==> src/rtl/radix_page_table_builder_core_macros.svh <==
// ----------------------------------------------------------------------------
// Radix page table builder assertion macros
// Concurrent assertion wrappers, empty when built for synthesis.
// ----------------------------------------------------------------------------
`ifndef RADIX_PAGE_TABLE_BUILDER_CORE_MACROS_SVH
`define RADIX_PAGE_TABLE_BUILDER_CORE_MACROS_SVH
`ifndef SYNTHESIS
// checked at every edge outside reset
`define RPTB_ASSERT(lbl, clk, rst, prop, msg) \
   lbl: assert property (@(posedge clk) disable iff (rst) prop) else $error(msg);
// checked at every edge, reset included
`define RPTB_ASSERT_NORST(lbl, clk, prop, msg) \
   lbl: assert property (@(posedge clk) prop) else $error(msg);
`else
`define RPTB_ASSERT(lbl, clk, rst, prop, msg)
`define RPTB_ASSERT_NORST(lbl, clk, prop, msg)
`endif
`endif

==> src/rtl/rptb_pkg.sv <==
// ----------------------------------------------------------------------------
// Radix page table builder package
// Field widths, register codes, controller states and command/status types.
// ----------------------------------------------------------------------------
package rptb_pkg;

   // item field widths
   localparam int VP_W        = 36;
   localparam int PP_W        = 40;
   localparam int BASE_W      = 40;
   localparam int FLAG_W      = 12;
   localparam int OFF_W       = 18;
   localparam int ENTRY_W     = 64;
   localparam int USED_W      = 19;
   localparam int IDX_W       = 9;
   localparam int FRAME_OFS_W = 12;
   localparam int MAX_LEVELS  = 5;
   localparam int LVL_W       = 3;

   // register port
   localparam int APB_AW = 5;
   localparam int APB_DW = 64;

   typedef enum logic [1:0] {
      CSR_TABLE_BASE  = 2'd0,
      CSR_DIR_FLAGS   = 2'd1,
      CSR_LEAF_FLAGS  = 2'd2
   } csr_index_type;

   localparam logic [BASE_W-1:0] TABLE_BASE_RST = '0;
   localparam logic [FLAG_W-1:0] DIR_FLAGS_RST  = 12'd11;
   localparam logic [FLAG_W-1:0] LEAF_FLAGS_RST = 12'd3;

   // request kinds
   localparam logic REQ_START   = 1'b0;
   localparam logic REQ_INSTALL = 1'b1;

   typedef enum logic [3:0] {
      ST_INIT_CLR,
      ST_IDLE,
      ST_START_CLR,
      ST_START_RSP,
      ST_P1_RD,
      ST_P1_CHK,
      ST_CAP,
      ST_P2_RD,
      ST_P2_CHK,
      ST_LEAF,
      ST_ERR
   } state_type;

   typedef struct packed {
      logic load_req;
      logic rd_issue;
      logic p1_zero;
      logic p1_follow;
      logic p2_restart;
      logic p2_alloc;
      logic p2_follow;
      logic leaf_write;
      logic emit_err;
      logic emit_start;
      logic clr_step;
      logic clr_end;
   } ctrl_cmd_type;

   typedef struct packed {
      logic rd_zero;
      logic child_ok;
      logic lvl_two;
      logic cap_ok;
      logic clear_done;
      logic out_free;
   } dp_status_type;

   // 9-bit table index of a virtual page at a given level (level 1 is the leaf)
   function automatic logic [IDX_W-1:0] slice_index(input logic [VP_W-1:0]  vp,
                                                    input logic [LVL_W-1:0] lvl);
      logic [MAX_LEVELS*IDX_W-1:0] ext;
      logic [IDX_W-1:0]            res;
      ext = (MAX_LEVELS*IDX_W)'(vp);
      res = '0;
      for (int l = 1; l <= MAX_LEVELS; l++) begin
         if (lvl == LVL_W'(l)) begin
            res = ext[IDX_W*(l-1) +: IDX_W];
         end
      end
      return res;
   endfunction

endpackage

==> src/rtl/rptb_csr.sv <==
// ----------------------------------------------------------------------------
// Register block
// APB-style configuration registers: table base page and entry flags.
// ----------------------------------------------------------------------------
module rptb_csr (
   input  logic                          clock,
   input  logic                          reset,
   input  logic                          psel,
   input  logic                          penable,
   input  logic                          pwrite,
   input  logic [rptb_pkg::APB_AW-1:0]   paddr,
   input  logic [rptb_pkg::APB_DW-1:0]   pwdata,
   output logic [rptb_pkg::APB_DW-1:0]   prdata,
   output logic                          pready,
   output logic [rptb_pkg::BASE_W-1:0]   table_base_page,
   output logic [rptb_pkg::FLAG_W-1:0]   directory_flags,
   output logic [rptb_pkg::FLAG_W-1:0]   leaf_flags
);

   logic [rptb_pkg::BASE_W-1:0] base_ff,  base_in;
   logic [rptb_pkg::FLAG_W-1:0] dflag_ff, dflag_in;
   logic [rptb_pkg::FLAG_W-1:0] lflag_ff, lflag_in;
   logic                        wr_en;
   rptb_pkg::csr_index_type     reg_idx;

   assign pready  = 1'b1;
   assign wr_en   = psel & penable & pwrite;
   // registers sit on 8-byte boundaries
   assign reg_idx = rptb_pkg::csr_index_type'(paddr[4:3]);

   // write decode
   always_comb begin
      base_in  = base_ff;
      dflag_in = dflag_ff;
      lflag_in = lflag_ff;
      if (wr_en) begin
         unique case (reg_idx)
            rptb_pkg::CSR_TABLE_BASE: base_in  = pwdata[rptb_pkg::BASE_W-1:0];
            rptb_pkg::CSR_DIR_FLAGS:  dflag_in = pwdata[rptb_pkg::FLAG_W-1:0];
            rptb_pkg::CSR_LEAF_FLAGS: lflag_in = pwdata[rptb_pkg::FLAG_W-1:0];
            default: ;
         endcase
      end
   end

   always_ff @(posedge clock) begin
      if (reset) begin
         base_ff  <= rptb_pkg::TABLE_BASE_RST;
         dflag_ff <= rptb_pkg::DIR_FLAGS_RST;
         lflag_ff <= rptb_pkg::LEAF_FLAGS_RST;
      end else begin
         base_ff  <= base_in;
         dflag_ff <= dflag_in;
         lflag_ff <= lflag_in;
      end
   end

   // read mux
   always_comb begin
      unique case (reg_idx)
         rptb_pkg::CSR_TABLE_BASE: prdata = rptb_pkg::APB_DW'(base_ff);
         rptb_pkg::CSR_DIR_FLAGS:  prdata = rptb_pkg::APB_DW'(dflag_ff);
         rptb_pkg::CSR_LEAF_FLAGS: prdata = rptb_pkg::APB_DW'(lflag_ff);
         default:                  prdata = '0;
      endcase
   end

   assign table_base_page = base_ff;
   assign directory_flags = dflag_ff;
   assign leaf_flags      = lflag_ff;

endmodule

==> config.mk <==
export PLATFORM = sky130hd
export DESIGN_NAME = rptb_csr
export DESIGN_NICKNAME = d
export VERILOG_FILES = /design/src/rtl/radix_page_table_builder_core_macros.svh /design/src/rtl/rptb_pkg.sv /design/src/rtl/rptb_csr.sv
export SDC_FILE = /design/constraint.sdc
export NUM_CORES = 1
export LEC_CHECK = 0
export BUFFER_PORTS_ARGS = -buffer_cell sky130_fd_sc_hd__buf_4
export CAP_MARGIN = 25
export CORE_MARGIN = 4
export CORE_UTILIZATION = 48
export CTS_BUF_LIST = sky130_fd_sc_hd__clkbuf_4
export DETAILED_ROUTE_END_ITERATION = 7
export GPL_TIMING_DRIVEN = 0
export PLACE_DENSITY = 0.85
export RECOVER_POWER = 50
export SETUP_SLACK_MARGIN = 0.5
export SYNTH_ARGS = -nofsm -noshare
export SYNTH_HDL_FRONTEND = slang
export SYNTH_SLANG_ARGS = --single-unit
==> constraint.sdc <==
create_clock -name clock -period 1.69 [get_ports clock]
set_clock_uncertainty 0.05 [all_clocks]
set_input_delay 0.0845 -clock clock [delete_from_list [all_inputs] [get_ports clock]]
set_output_delay 0.0845 -clock clock [all_outputs]
set_load 0.02 [all_outputs]
# --- Word level (Yosys, flattened, before mapping) ---
# Index checks and enable logic that the tools add are counted.
classes:
  mux: 1
  eq_ne: 2
  bitwise: 2
  reduce_logical: 4
op_table:
  columns: ["cell", "count"]
  rows:
  - ["one-hot mux 40 bit (3 select lines)", 1]
  - ["AND reduction 2 bit", 3]
  - ["bitwise AND 1 bit", 2]
  - ["equality test 2 x 1 -> 1 bit (second input constant)", 1]
  - ["equality test 2 bit (second input constant)", 1]
  - ["zero test 2 bit", 1]
totals:
  output_inout_bits: 129
  reg_bits: 64

# --- Depth between registers and ports, before layout ---
depth:
  ltp_word: 3
  depth_mapped: 5

# --- Worst setup path before layout ---
# No wires, ideal clock.
synth_timing:
  path_type: "in2out"
  from: "in paddr[3] (netlist bit)"
  to: "out prdata[11] (netlist bit)"
  path_buffers: 2
  t_required_ps: 1556
  slack_ps: 455
  cell_stages: 4
  arrival_ps: 1100
  path_cell_list: "buf_2 > buf_2 > mux2i_1 > o21ai_0"
synth_between:
  elab_chain_cells: 2
  word_cells_on_any_way: 4
  cone_classes: "eq/ne (2); mux (1); reduce/logical (1)"
synth_lines:
  columns: ["item", "line_no", "rtl"]
  rows:
  - ["start, declared", "rptb_csr.sv:11", "input logic [rptb_pkg::APB_AW-1:0] paddr,"]
  - ["equality test 2 bit, or another cell as far along", "rptb_csr.sv:60", "unique case (reg_idx)"]
  - ["one-hot mux 40 bit (3 select lines) *", "rptb_csr.sv:60", null]
  - ["end, declared", "rptb_csr.sv:13", "output logic [rptb_pkg::APB_DW-1:0] prdata,"]
# Mark *: on every way between the ends. The rest lies on a longest branch, timed or not.

# --- Worst setup path in the final report ---
layout_timing:
  from: "in pwrite"
  to: "reg base_ff, in the netlist table_base_page[33]"
layout_between:
  elab_chain_cells: 2
layout_lines:
  columns: ["item", "line_no", "rtl"]
  rows:
  - ["start, declared", "rptb_csr.sv:10", "input logic pwrite,"]
  - ["bitwise AND 1 bit", "rptb_csr.sv:27", "assign wr_en = psel & penable & pwrite;"]
  - ["AND reduction 2 bit (no line)", null, null]
  - ["end signal, assigned", "rptb_csr.sv:48", "base_ff <= rptb_pkg::TABLE_BASE_RST;"]
  - ["end signal, assigned", "rptb_csr.sv:52", "base_ff <= base_in;"]
  - ["end, declared", "rptb_csr.sv:20", "logic [rptb_pkg::BASE_W-1:0] base_ff, base_in;"]
# Every way passes these cells.
# A chain may end at the register's enable or synchronous reset.

==> impl_metrics.tcl <==
set metrics [dict create \
    synth_top_family_by_area "simple AND/OR/NAND/NOR gates" \
    arrival_ps 1700 \
    cts_tree "done" \
    power_frac_seq 0.515 \
    insertion_delay_ps 370 \
    p_comb_frac 0.197 \
    start_util 0.494 \
    p_sw_w 0.000839 \
    yosysTopAreaCellShare 0.384 \
    synth-compound-area-share 0.0180 \
    clkSlewWorstSetupHoldPaths_ps 110 \
    core.rowCount 30 \
    timing.final.ws_setup_ps 239 \
    whs_ps 104 \
    worstSetupStartpoint "pwrite" \
    final_area_um2 5530 \
    wire_per_inst_um 16.8 \
    drt_iter0_markers 128 \
    end_kind "register" \
    grt_overflow_total 0 \
    muxShareOfSynthArea 0.228 \
    ys_seq_elements 64 \
    antenna_found_initial 0 \
    worstSetupStartpointType "primary input" \
    area_growth_pct 65.7 \
    synth_area_leaders "dfxtp_1 38%, mux2i_1 23%, nand2b_1 19%" \
    die_x_um 91.4 \
    max_freq_ghz 0.689 \
    grt_pass1_vias 3645 \
    h-tree-depth 3 \
    synth-async-reset-ratio 0 \
    r2r-start "directory_flags[3]" \
    grt_pass1_wl_um 17700 \
    dp_hpwl_um 7340 \
    ir_worst_vdd_mv 0.339 \
    grt_max_degree 11 \
    maxSlewViolCount 0 \
    synth_most_common_cell "nand2b_1" \
    synth.cell_area_um2 3340 \
    hold_path_class "in -> reg" \
    synthAdderAreaFrac 0 \
    syn_inst 358 \
    fin_setup_tns_ps 0 \
    ys.flop_type "dfxtp_1" \
    slew_headroom 0.471 \
    drc 0 \
    synthXorXnorAreaFrac 0 \
    worstMarginPinSlew_ps 794 \
    portBuffers 147 \
    clkPwrFrac 0.288 \
    num_antenna_cells 0 \
    die_area_um2 8350 \
    r2r_setup_slack_ps 850 \
    powerDensity_nw_per_um2 542 \
    fin_crit_sh 0.858 \
    nets 693 \
    rsz0062_at_grt "yes" \
    synth_edf_count 0 \
    cts_root_buf "clkbuf_4" \
    crit_required_ps 1930 \
    place_congestion 0.807 \
    min_from "penable" \
    drive_above_1_share 0.441 \
    yosys.area.top_type "dfxtp_1" \
    setup_viol 0 \
    place_area_um2 4630 \
    p_sw_frac 0.280 \
    hold_viol_final 0 \
    die_h_um 91.4 \
    synth-simple-area-share 0.277 \
    min_period_ps 1450 \
    synth_area_per_cell_um2 9.32 \
    clock_path_buffers 2 \
    p_total_w 0.00300 \
    drv_cap 0 \
    ios 203 \
    criticalPathCategory "in -> reg" \
    cts_buffers 9 \
    dp_slack_ps -51.3 \
    yosysUniqueCellTypes 20 \
    routed-via-count 3454 \
    drtPass1Iterations 4 \
    leakage_nw 2.67 \
    core_area_um2 6760 \
    yosys_warnings 0 \
    worstPathMaxFanout 10 \
    status "finished, final reports clean" \
    grt.total_usage 0.263 \
    synthTopCellsByCount "99 x nand2b_1, 76 x mux2i_1, 64 x dfxtp_1" \
    drt-total-wl_um 11800 \
    internal_power_w 0.00216 \
    vias_per_cell 4.91 \
    synth-seq-area-share 0.384 \
    ant_nets 0 \
    numClockSinks 64 \
]
## worst max-delay path, cell delays in order
cell and delay, ps:
clkbuf_1 100, nand3_1 160, nor3_1 390, clkbuf_1 630, mux2i_1 320
## layer usage
| metal | vias to the layer above | GRT usage | wire length (µm) |
|---|---|---|---|
| met2 | 158 | 0.477 | 6020 |
| met3 | 27 | 0.0605 | 853 |
| li1 | 1631 | - | - |
| met5 | - | 0 | 0 |
| met4 | 0 | 0.107 | 290 |
| met1 | 1638 | 0.291 | 4620 |
## metrics by stage
stage          std cells  utilization
4_1_cts              685        0.793
3_5_place_dp         608        0.685
2_1_floorplan        381            -
6_report             703        0.818
5_1_grt              703        0.818
3_3_place_gp         608        0.685
## power by group through the flow
stage                     sequential, W  combinational (W)  clock [W]
after global placement          0.00158           0.000463          0
after floorplan                 0.00160           0.000269          0
after CTS                       0.00154           0.000566   0.000865
final                           0.00154           0.000590   0.000863
after global routing            0.00155           0.000625   0.000936
after detailed placement        0.00158           0.000470          0
## logic make-up after synthesis
group / after synthesis
simple gates: 154
mux: 76
flops: 64
buf+inv: 50
compound gates: 12
other cells: 2
## state kept, by name, summed over array words and instances, names as in the netlist
| register | count |
|---|---|
| directory_flags | 12 |
| leaf_flags | 12 |
| table_base_page | 40 |
## worst paths after layout
kind,to,cells past startpoint
max,table_base_page[33],5
min,leaf_flags[11],3
max reg2reg,directory_flags[3],3
min reg2reg,table_base_page[37],2
## repair_timing
item                       4_1_cts  5_1_grt
resized for setup               40       55
setup endpoints to repair       40       60
cloned                           0        0
hold buffers                    40        0
buffers inserted                22       18
hold endpoints to repair        63        0
## cell type report
class	count	area (µm²)
plain buffers	50	302
repair buffers	227	1830
fillers	446	1230
clock buffers	11	82.6
multi-input cells	267	1870
clock inverters	4	22.5
well taps	80	100
flip-flops and latches	64	1330
## layout by cell type, fill, tap and decap left out, drive strengths merged
cell         instances
buf                208
nand2b              99
mux2i               76
dfxtp               64
dlygate4sd3         40
clkbuf              40
and2                28
conb                25
nand2               12
o21ai               12
nor2                 9
clkinv               3
and2b                1
nand3                1
nor3                 1
or3b                 1
nor3b                1
nand4                1
clkinvlp             1
Note: power is estimated with default switching activity, not from simulation.
