--- config.mk ---
export PLATFORM = sky130hd
export DESIGN_NAME = rptb_ctrl
export DESIGN_NICKNAME = d
export VERILOG_FILES = /design/src/rtl/rptb_pkg.sv /design/src/rtl/rptb_ctrl.sv
export VERILOG_INCLUDE_DIRS = /design/src /design/src/rtl
export SDC_FILE = /design/constraint.sdc
export NUM_CORES = 1
export LEC_CHECK = 0
export BUFFER_PORTS_ARGS = -buffer_cell sky130_fd_sc_hd__buf_2
export CAP_MARGIN = 0
export CORE_AREA = 2 2 39 41
export DETAILED_ROUTE_END_ITERATION = 8
export DIE_AREA = 0 0 41 43
export PLACE_DENSITY = 0.74
export SLEW_MARGIN = 20
export SYNTH_ARGS = -nofsm -noshare
export SYNTH_HDL_FRONTEND = slang
export SYNTH_SLANG_ARGS = --single-unit
--- constraint.sdc ---
create_clock -name clock -period 1.9 [get_ports clock]
set_input_delay 0.095 -clock clock [delete_from_list [all_inputs] [get_ports clock]]
set_output_delay 0.095 -clock clock [all_outputs]
set_load 0.005 [all_outputs]
--- src/rtl/radix_page_table_builder_core_macros.svh ---
// ----------------------------------------------------------------------------
// Radix page table builder assertion macros
// Concurrent assertion wrappers, empty when built for synthesis.
// ----------------------------------------------------------------------------
`ifndef RADIX_PAGE_TABLE_BUILDER_CORE_MACROS_SVH
`define RADIX_PAGE_TABLE_BUILDER_CORE_MACROS_SVH
`ifndef SYNTHESIS
// checked at every edge outside reset
`define RPTB_ASSERT(lbl, clk, rst, prop, msg) \
   lbl: assert property (@(posedge clk) disable iff (rst) prop) else $error(msg);
// checked at every edge, reset included
`define RPTB_ASSERT_NORST(lbl, clk, prop, msg) \
   lbl: assert property (@(posedge clk) prop) else $error(msg);
`else
`define RPTB_ASSERT(lbl, clk, rst, prop, msg)
`define RPTB_ASSERT_NORST(lbl, clk, prop, msg)
`endif
`endif

--- src/rtl/rptb_pkg.sv ---
// ----------------------------------------------------------------------------
// Radix page table builder package
// Field widths, register codes, controller states and command/status types.
// ----------------------------------------------------------------------------
package rptb_pkg;

   // item field widths
   localparam int VP_W        = 36;
   localparam int PP_W        = 40;
   localparam int BASE_W      = 40;
   localparam int FLAG_W      = 12;
   localparam int OFF_W       = 18;
   localparam int ENTRY_W     = 64;
   localparam int USED_W      = 19;
   localparam int IDX_W       = 9;
   localparam int FRAME_OFS_W = 12;
   localparam int MAX_LEVELS  = 5;
   localparam int LVL_W       = 3;

   // register port
   localparam int APB_AW = 5;
   localparam int APB_DW = 64;

   typedef enum logic [1:0] {
      CSR_TABLE_BASE  = 2'd0,
      CSR_DIR_FLAGS   = 2'd1,
      CSR_LEAF_FLAGS  = 2'd2
   } csr_index_type;

   localparam logic [BASE_W-1:0] TABLE_BASE_RST = '0;
   localparam logic [FLAG_W-1:0] DIR_FLAGS_RST  = 12'd11;
   localparam logic [FLAG_W-1:0] LEAF_FLAGS_RST = 12'd3;

   // request kinds
   localparam logic REQ_START   = 1'b0;
   localparam logic REQ_INSTALL = 1'b1;

   typedef enum logic [3:0] {
      ST_INIT_CLR,
      ST_IDLE,
      ST_START_CLR,
      ST_START_RSP,
      ST_P1_RD,
      ST_P1_CHK,
      ST_CAP,
      ST_P2_RD,
      ST_P2_CHK,
      ST_LEAF,
      ST_ERR
   } state_type;

   typedef struct packed {
      logic load_req;
      logic rd_issue;
      logic p1_zero;
      logic p1_follow;
      logic p2_restart;
      logic p2_alloc;
      logic p2_follow;
      logic leaf_write;
      logic emit_err;
      logic emit_start;
      logic clr_step;
      logic clr_end;
   } ctrl_cmd_type;

   typedef struct packed {
      logic rd_zero;
      logic child_ok;
      logic lvl_two;
      logic cap_ok;
      logic clear_done;
      logic out_free;
   } dp_status_type;

   // 9-bit table index of a virtual page at a given level (level 1 is the leaf)
   function automatic logic [IDX_W-1:0] slice_index(input logic [VP_W-1:0]  vp,
                                                    input logic [LVL_W-1:0] lvl);
      logic [MAX_LEVELS*IDX_W-1:0] ext;
      logic [IDX_W-1:0]            res;
      ext = (MAX_LEVELS*IDX_W)'(vp);
      res = '0;
      for (int l = 1; l <= MAX_LEVELS; l++) begin
         if (lvl == LVL_W'(l)) begin
            res = ext[IDX_W*(l-1) +: IDX_W];
         end
      end
      return res;
   endfunction

endpackage

--- src/rtl/rptb_ctrl.sv ---
// ----------------------------------------------------------------------------
// Builder controller
// Sequences store clearing, the checking walk, the writing walk and results.
// ----------------------------------------------------------------------------
`include "radix_page_table_builder_core_macros.svh"

module rptb_ctrl (
   input  logic                    clock,
   input  logic                    reset,
   input  logic                    req_valid,
   input  logic                    req_type,
   output logic                    req_ready,
   input  rptb_pkg::dp_status_type stat,
   output rptb_pkg::ctrl_cmd_type  cmd
);

   rptb_pkg::state_type state_ff, state_in;

   always_ff @(posedge clock) begin
      if (reset) begin
         state_ff <= rptb_pkg::ST_INIT_CLR;
      end else begin
         state_ff <= state_in;
      end
   end

   // next state and commands
   always_comb begin
      state_in  = state_ff;
      cmd       = '0;
      req_ready = 1'b0;
      unique case (state_ff)
         rptb_pkg::ST_INIT_CLR: begin
            if (stat.clear_done) begin
               cmd.clr_end = 1'b1;
               state_in    = rptb_pkg::ST_IDLE;
            end else begin
               cmd.clr_step = 1'b1;
            end
         end
         rptb_pkg::ST_IDLE: begin
            req_ready = 1'b1;
            if (req_valid) begin
               cmd.load_req = 1'b1;
               state_in     = (req_type == rptb_pkg::REQ_START) ? rptb_pkg::ST_START_CLR
                                                                : rptb_pkg::ST_P1_RD;
            end
         end
         rptb_pkg::ST_START_CLR: begin
            if (stat.clear_done) begin
               cmd.clr_end = 1'b1;
               state_in    = rptb_pkg::ST_START_RSP;
            end else begin
               cmd.clr_step = 1'b1;
            end
         end
         rptb_pkg::ST_START_RSP: begin
            if (stat.out_free) begin
               cmd.emit_start = 1'b1;
               state_in       = rptb_pkg::ST_IDLE;
            end
         end
         // checking walk: find the first empty directory entry
         rptb_pkg::ST_P1_RD: begin
            cmd.rd_issue = 1'b1;
            state_in     = rptb_pkg::ST_P1_CHK;
         end
         rptb_pkg::ST_P1_CHK: begin
            priority if (stat.rd_zero) begin
               cmd.p1_zero = 1'b1;
               state_in    = rptb_pkg::ST_CAP;
            end else if (!stat.child_ok) begin
               state_in = rptb_pkg::ST_ERR;
            end else begin
               cmd.p1_follow = 1'b1;
               state_in      = stat.lvl_two ? rptb_pkg::ST_CAP : rptb_pkg::ST_P1_RD;
            end
         end
         rptb_pkg::ST_CAP: begin
            if (stat.cap_ok) begin
               cmd.p2_restart = 1'b1;
               state_in       = rptb_pkg::ST_P2_RD;
            end else begin
               state_in = rptb_pkg::ST_ERR;
            end
         end
         // writing walk: allocate missing directories
         rptb_pkg::ST_P2_RD: begin
            cmd.rd_issue = 1'b1;
            state_in     = rptb_pkg::ST_P2_CHK;
         end
         rptb_pkg::ST_P2_CHK: begin
            if (stat.rd_zero) begin
               if (stat.out_free) begin
                  cmd.p2_alloc = 1'b1;
                  state_in     = stat.lvl_two ? rptb_pkg::ST_LEAF : rptb_pkg::ST_P2_RD;
               end
            end else begin
               cmd.p2_follow = 1'b1;
               state_in      = stat.lvl_two ? rptb_pkg::ST_LEAF : rptb_pkg::ST_P2_RD;
            end
         end
         rptb_pkg::ST_LEAF: begin
            if (stat.out_free) begin
               cmd.leaf_write = 1'b1;
               state_in       = rptb_pkg::ST_IDLE;
            end
         end
         rptb_pkg::ST_ERR: begin
            if (stat.out_free) begin
               cmd.emit_err = 1'b1;
               state_in     = rptb_pkg::ST_IDLE;
            end
         end
         default: state_in = rptb_pkg::ST_IDLE;
      endcase
   end

   // every accepted item takes the controller out of idle
   `RPTB_ASSERT(a_acc_leaves_idle, clock, reset, (state_ff == rptb_pkg::ST_IDLE && req_valid) |=> (state_ff != rptb_pkg::ST_IDLE), "accepted item did not start")
   // check state always sees data from the read just issued
   `RPTB_ASSERT(a_p1_read_fresh, clock, reset, (state_ff == rptb_pkg::ST_P1_CHK) |-> ($past(state_ff) == rptb_pkg::ST_P1_RD), "walk check without read")
   // error result only follows a failed check
   `RPTB_ASSERT(a_err_source, clock, reset, (state_ff == rptb_pkg::ST_ERR) |-> ($past(state_ff) == rptb_pkg::ST_CAP || $past(state_ff) == rptb_pkg::ST_P1_CHK || $past(state_ff) == rptb_pkg::ST_ERR), "unexpected entry to error state")

endmodule

# Word-level counts from Yosys, hierarchy flattened
# Cells that the tools add are included.
# W data, S select, Z words.
# word_totals
reg_bits	4
input_bits	10
output_inout_bits	13
elab_cells	54
# op_classes
n_eq_ne	15
n_mux	33
reduce_logical	5
# op_table
op	count
$mux W4	10
$pmux W4 S9	1
$mux W1	17
$eq A4 B3 Y1 const B	4
$eq A4 B4 Y1 const B	3
$eq A4 B2 Y1 const B	2
$mux W2	4
$ne A2 B2 Y1 const B	3
$reduce_and A5 Y1	1
$eq A4 B1 Y1 const B	1
$logic_not A4 Y1	1
$reduce_or A2 Y1	2
$mux W3	1
$ne A3 B3 Y1 const B	1
$reduce_or A3 Y1	1
$ne A2 B1 Y1 const B	1

# Logic depth before layout (Yosys ltp)
# logic_depth
ltp_word	4
ltp_mapped	5
mapped_depth_nobuf	4

# Least setup slack after synthesis
# Ideal clock, no wire load.
# synth_path
kind	register to register
startpoint	register state_ff[1]
endpoint	register state_ff[1]
setup_ns	0.073
t_arrival_ns	1.343
slack_ns	0.484
stages_incl_launch_ff	6
n_path_buf	1
synth_period_minus_slack_ns	1.416
path_cell_list	dfxtp_1 > buf_6 > or4b_4 > o22a_1 > o2111ai_1 > nor3b_2
# synth_via
elab_chain_len	4
# synth_lines
element	line_no	text
start: declaration	rptb_ctrl.sv:17	rptb_pkg::state_type state_ff, state_in;
start signal: assignment	rptb_ctrl.sv:21	state_ff <= rptb_pkg::ST_INIT_CLR;
start signal: assignment	rptb_ctrl.sv:23	state_ff <= state_in;
$eq A4 B4 Y1 / $eq A4 B2 Y1 (equally long branches)	rptb_ctrl.sv:32	unique case (state_ff)
$reduce_or A3 Y1 (no source line)	n/a	
$ne A2 B1 Y1 (no source line)	n/a	
$reduce_and A5 Y1 (no source line)	n/a	
# Several ways; a longest one is shown, not always the timed one.
# A chain may end at the register's enable or synchronous reset.

==> results.env <==
P_INT_mW=0.450
AVGROUTEDWIREPERCELL_MICRONS=12.0
LARGEST_NET_DEGREE_AT_THE_START_OF_GLOBAL_ROUTING=20
MAX_FREQ_MHz=599
CTS_MADE_BUFFERS=3
P_SWITCHING_mW=0.381
HTREE_LEVELS=1
GRT_FIRST_PASS_WIRELENGTH_MICRONS=2040
WORSTSETUPPATHTYPE='reg2out'
TOTAL_OF_FILL_CELLS_IN_THE_FINISHED_DESIGN=149
NET_COUNT_OF_THE_MAPPED_NETLIST=78
FINAL_DESIGN_AREA_NO_FILL_SQ_UM=634
CELL_AREA_AFTER_PLACEMENT_SQ_UM=611
PORT-BUFFER-COUNT=22
SYNTH_XOR_XNOR_AREA_SHARE=0.0180
CTS_SETUP_BUFFERS=0
POWER.SEQUENTIAL.FRACTION=0.252
WORST_HOLD_PATH_TYPE='in2reg'
CTS.SINKS=4
SETUP_VIOL=0
FF_LATCH_AREA_SQ_UM=81.3
POST_SYNTH_INST_COUNT=68
BIGGESTREGSBYFLOPS='state_ff x4'
INSERTION_DELAY_NS=0.23
CRITICAL_PATH.ENDPOINT_TYPE='primary output'
NETS=103
DP_SLACK_NS=0.159
DIE_W_MICRONS=41
FINAL_COMMON_CELL='sky130_fd_sc_hd__buf_2'
TIMING.CRITICAL_PATH.FANOUT_MAX=12
SYNTHESIS.AREA_SQ_UM=487
FINAL_CELL_MIX='sky130_fd_sc_hd__buf_2, sky130_fd_sc_hd__nor2_1, sky130_fd_sc_hd__nor3b_1, sky130_fd_sc_hd__a21oi_1'
SWITCHING_PART_OF_THE_TOTAL_POWER=0.458
DRC_ERRORS=0
MAX_CAP_VIOL_COUNT=0
SYNTH_SIMPLE_GATE_AREA_FRAC=0.496
FINAL_SETUP_TNS_NS=0
NUM_VIAS=602
FIN_SKEW_NS=0.000627
PLACE_HPWL_MICRONS=967
POWER_FRAC_COMB=0.626
TRITONCTS='built'
FINAL-MAX-SLEW-VIOLATION-COUNT=0
START_UTIL=0.352
COUNT_OF_NETS_LEFT_WITH_ANTENNA_VIOLATIONS_AFTER_DETAIL_ROUTING=0
1ST_PASS_ROUTER_ITERATIONS=4
DIE_HEIGHT_MICRONS=43
FINAL_PERIOD_MINUS_WORST_SETUP_SLACK_NS=1.67
SYNTH_COMPOUND_AREA_FRAC=0.247
FINALWIRELENGTH_MICRONS=1290
LARGEST_REGISTER_FFS=4
SEQ_AREA_FRAC_SYNTH=0.165
DIE_AREA_SQ_MM=0.00176
SETUP.WORST_PATH.START_CLASS='register'
CTS_HOLD_REPAIR.BUFFERS=0
ROWS=14
SYNTH.MUX.AREA_FRACTION=0
SYNTH_TOP_FAMILY_BY_AREA='simple AND/OR/NAND/NOR gates'
MAX_ROOT_SINK_BUFFERS=2
MULTI_INPUT_AREA_SQ_UM=370
CRITPATHARRIVALTIME_NS=1.57
FINAL_UTIL=0.458
TIGHTEST_SLEW_NS=0.457
FLOORPLAN.IO_PINS=23
GRT_OVERFLOW_TOTAL=0
MIN_PERIOD_OVER_PERIOD=0.878
ANTENNA_VIOLATIONS_BEFORE_REPAIR=0
VIA_COUNT_OF_THE_FIRST_GLOBAL_ROUTING_PASS=471
IR_WORST_VDD_V=0.000551
TIMING.SLEW.HEADROOM=0.693
FLOW.AREA_GROWTH_FROM_SYNTHESIS_PCT=30.3
SHARE_CLK_OF_TOTAL_POWER=0.122
SYNTH.LIB_CELLS_USED.DISTINCT=33
PROPORTION_OF_LAYOUT_CELLS_WITH_A_DRIVE_SUFFIX_ABOVE_1=0.374
POWER_DENSITY_mW_PER_MM2=1310
POSTSYNTHREGISTERBITS=4
DRTITER0DRC=21
FINALWORSTSETUPSLACK_NS=0.231
NUMBER_OF_DIODES=0
STATIC_LEAKAGE_nW=0.283
SYN_AVG_CELL_AREA_SQ_UM=7.16
CORE_AREA_SQ_MM=0.00138
STATUS='complete, no violations'
GRT_SETUP_UNREPAIRED='false'
REGISTER_BANK_WITH_THE_MOST_FLOPS='state_ff'
ROOT_BUFFER='sky130_fd_sc_hd__clkbuf_4'
PLACE.GP.CONGESTION=0.841
CTS.REPORTEDPATHS.CLKPINSLEW_NS=0.04
FINALHOLDVIOLCOUNT=0
YOSYSWARNINGCOUNT=0
WORSTPATHREQUIRED_NS=1.80
SYNTH_ADDER_AREA_SHARE=0
GRTUSAGETOTAL=0.164
POST_DR_VIAS_CELL=5.63
metrics by stage:
stage | instances | hold slack [ns] | power (mW)
global route | 107 | 0.0849 | 0.934
detailed placement | 104 | 0.325 | 0.725
global placement | 104 | 0.327 | 0.712
finish | 107 | 0.0847 | 0.831
floorplan | 68 | 0.165 | 0.576
CTS | 107 | 0.0793 | 0.833
what timing repair did:
action	in CTS	in global routing
hold endpoints to repair	0	0
gates resized for setup	0	1
endpoints found under the setup margin	0	3
layer usage:
layer,vias to the layer above,share of wire,GRT usage
met2,21,0.45,0.247
met4,0,0,0.0200
li1,307,-,-
met3,0,0.071,0.0471
met5,-,0,0
met1,274,0.48,0.234
layout make-up:
| type | count | area share |
|---|---|---|
| clock buffer | 3 | 0.0355 |
| tap | 16 | 0.0316 |
| timing repair buffer | 25 | 0.209 |
| inverter | 2 | 0.0118 |
| multi-input combinational | 57 | 0.584 |
| sequential | 4 | 0.128 |
worst max-delay path: stages (launching register included):
cell	delay (ns)
sky130_fd_sc_hd__dfxtp_1	0.55
sky130_fd_sc_hd__or4bb_1	0.46
sky130_fd_sc_hd__nor3b_1	0.20
sky130_fd_sc_hd__buf_2	0.14
power groups by stage:
stage               Combinational, mW  Clock (mW)  Sequential [mW]
floorplan                       0.423           0            0.153
global route                    0.597       0.113            0.225
detailed placement              0.518           0            0.208
CTS                             0.519       0.108            0.207
finish                          0.520       0.102            0.209
global placement                0.506           0            0.206
cell usage after synthesis (all sizes together):
cell type / n / share of area
a211oi: 2 / 0.031
a21oi: 4 / 0.041
a311oi: 1 / 0.018
and2: 2 / 0.026
and3: 2 / 0.026
and4: 1 / 0.018
buf: 3 / 0.044
clkbuf: 2 / 0.015
dfxtp: 4 / 0.16
inv: 2 / 0.015
nand2: 3 / 0.023
nand2b: 2 / 0.026
nand3: 3 / 0.031
nor2: 11 / 0.085
nor2b: 1 / 0.013
nor3: 3 / 0.031
nor3b: 5 / 0.087
nor4: 1 / 0.013
nor4b: 3 / 0.054
o2111a: 1 / 0.023
o2111ai: 2 / 0.049
o21a: 1 / 0.015
o21ai: 3 / 0.031
o22a: 1 / 0.018
o311a: 1 / 0.021
or2: 1 / 0.013
or4b: 1 / 0.028
or4bb: 1 / 0.023
xor2: 1 / 0.018
kinds of logic after synthesis:
group / after synthesis
flops: 4
xor+xnor: 1
compound gates: 16
buf+inv: 7
simple gates: 40
final timing paths:
path,start,to,slack [ns],depth (start not counted)
setup / recovery,state_ff[0]$_SDFFE_PP0P_,cmd[8],0.23,3
hold / removal,reset,state_ff[1]$_SDFFE_PP0P_,0.08,2
setup reg to reg,state_ff[0]$_SDFFE_PP0P_,state_ff[2]$_SDFFE_PP0P_,0.33,4
hold reg to reg,state_ff[0]$_SDFFE_PP0P_,state_ff[0]$_SDFFE_PP0P_,0.67,2
No activity file was read; power rests on OpenSTA's default activity.
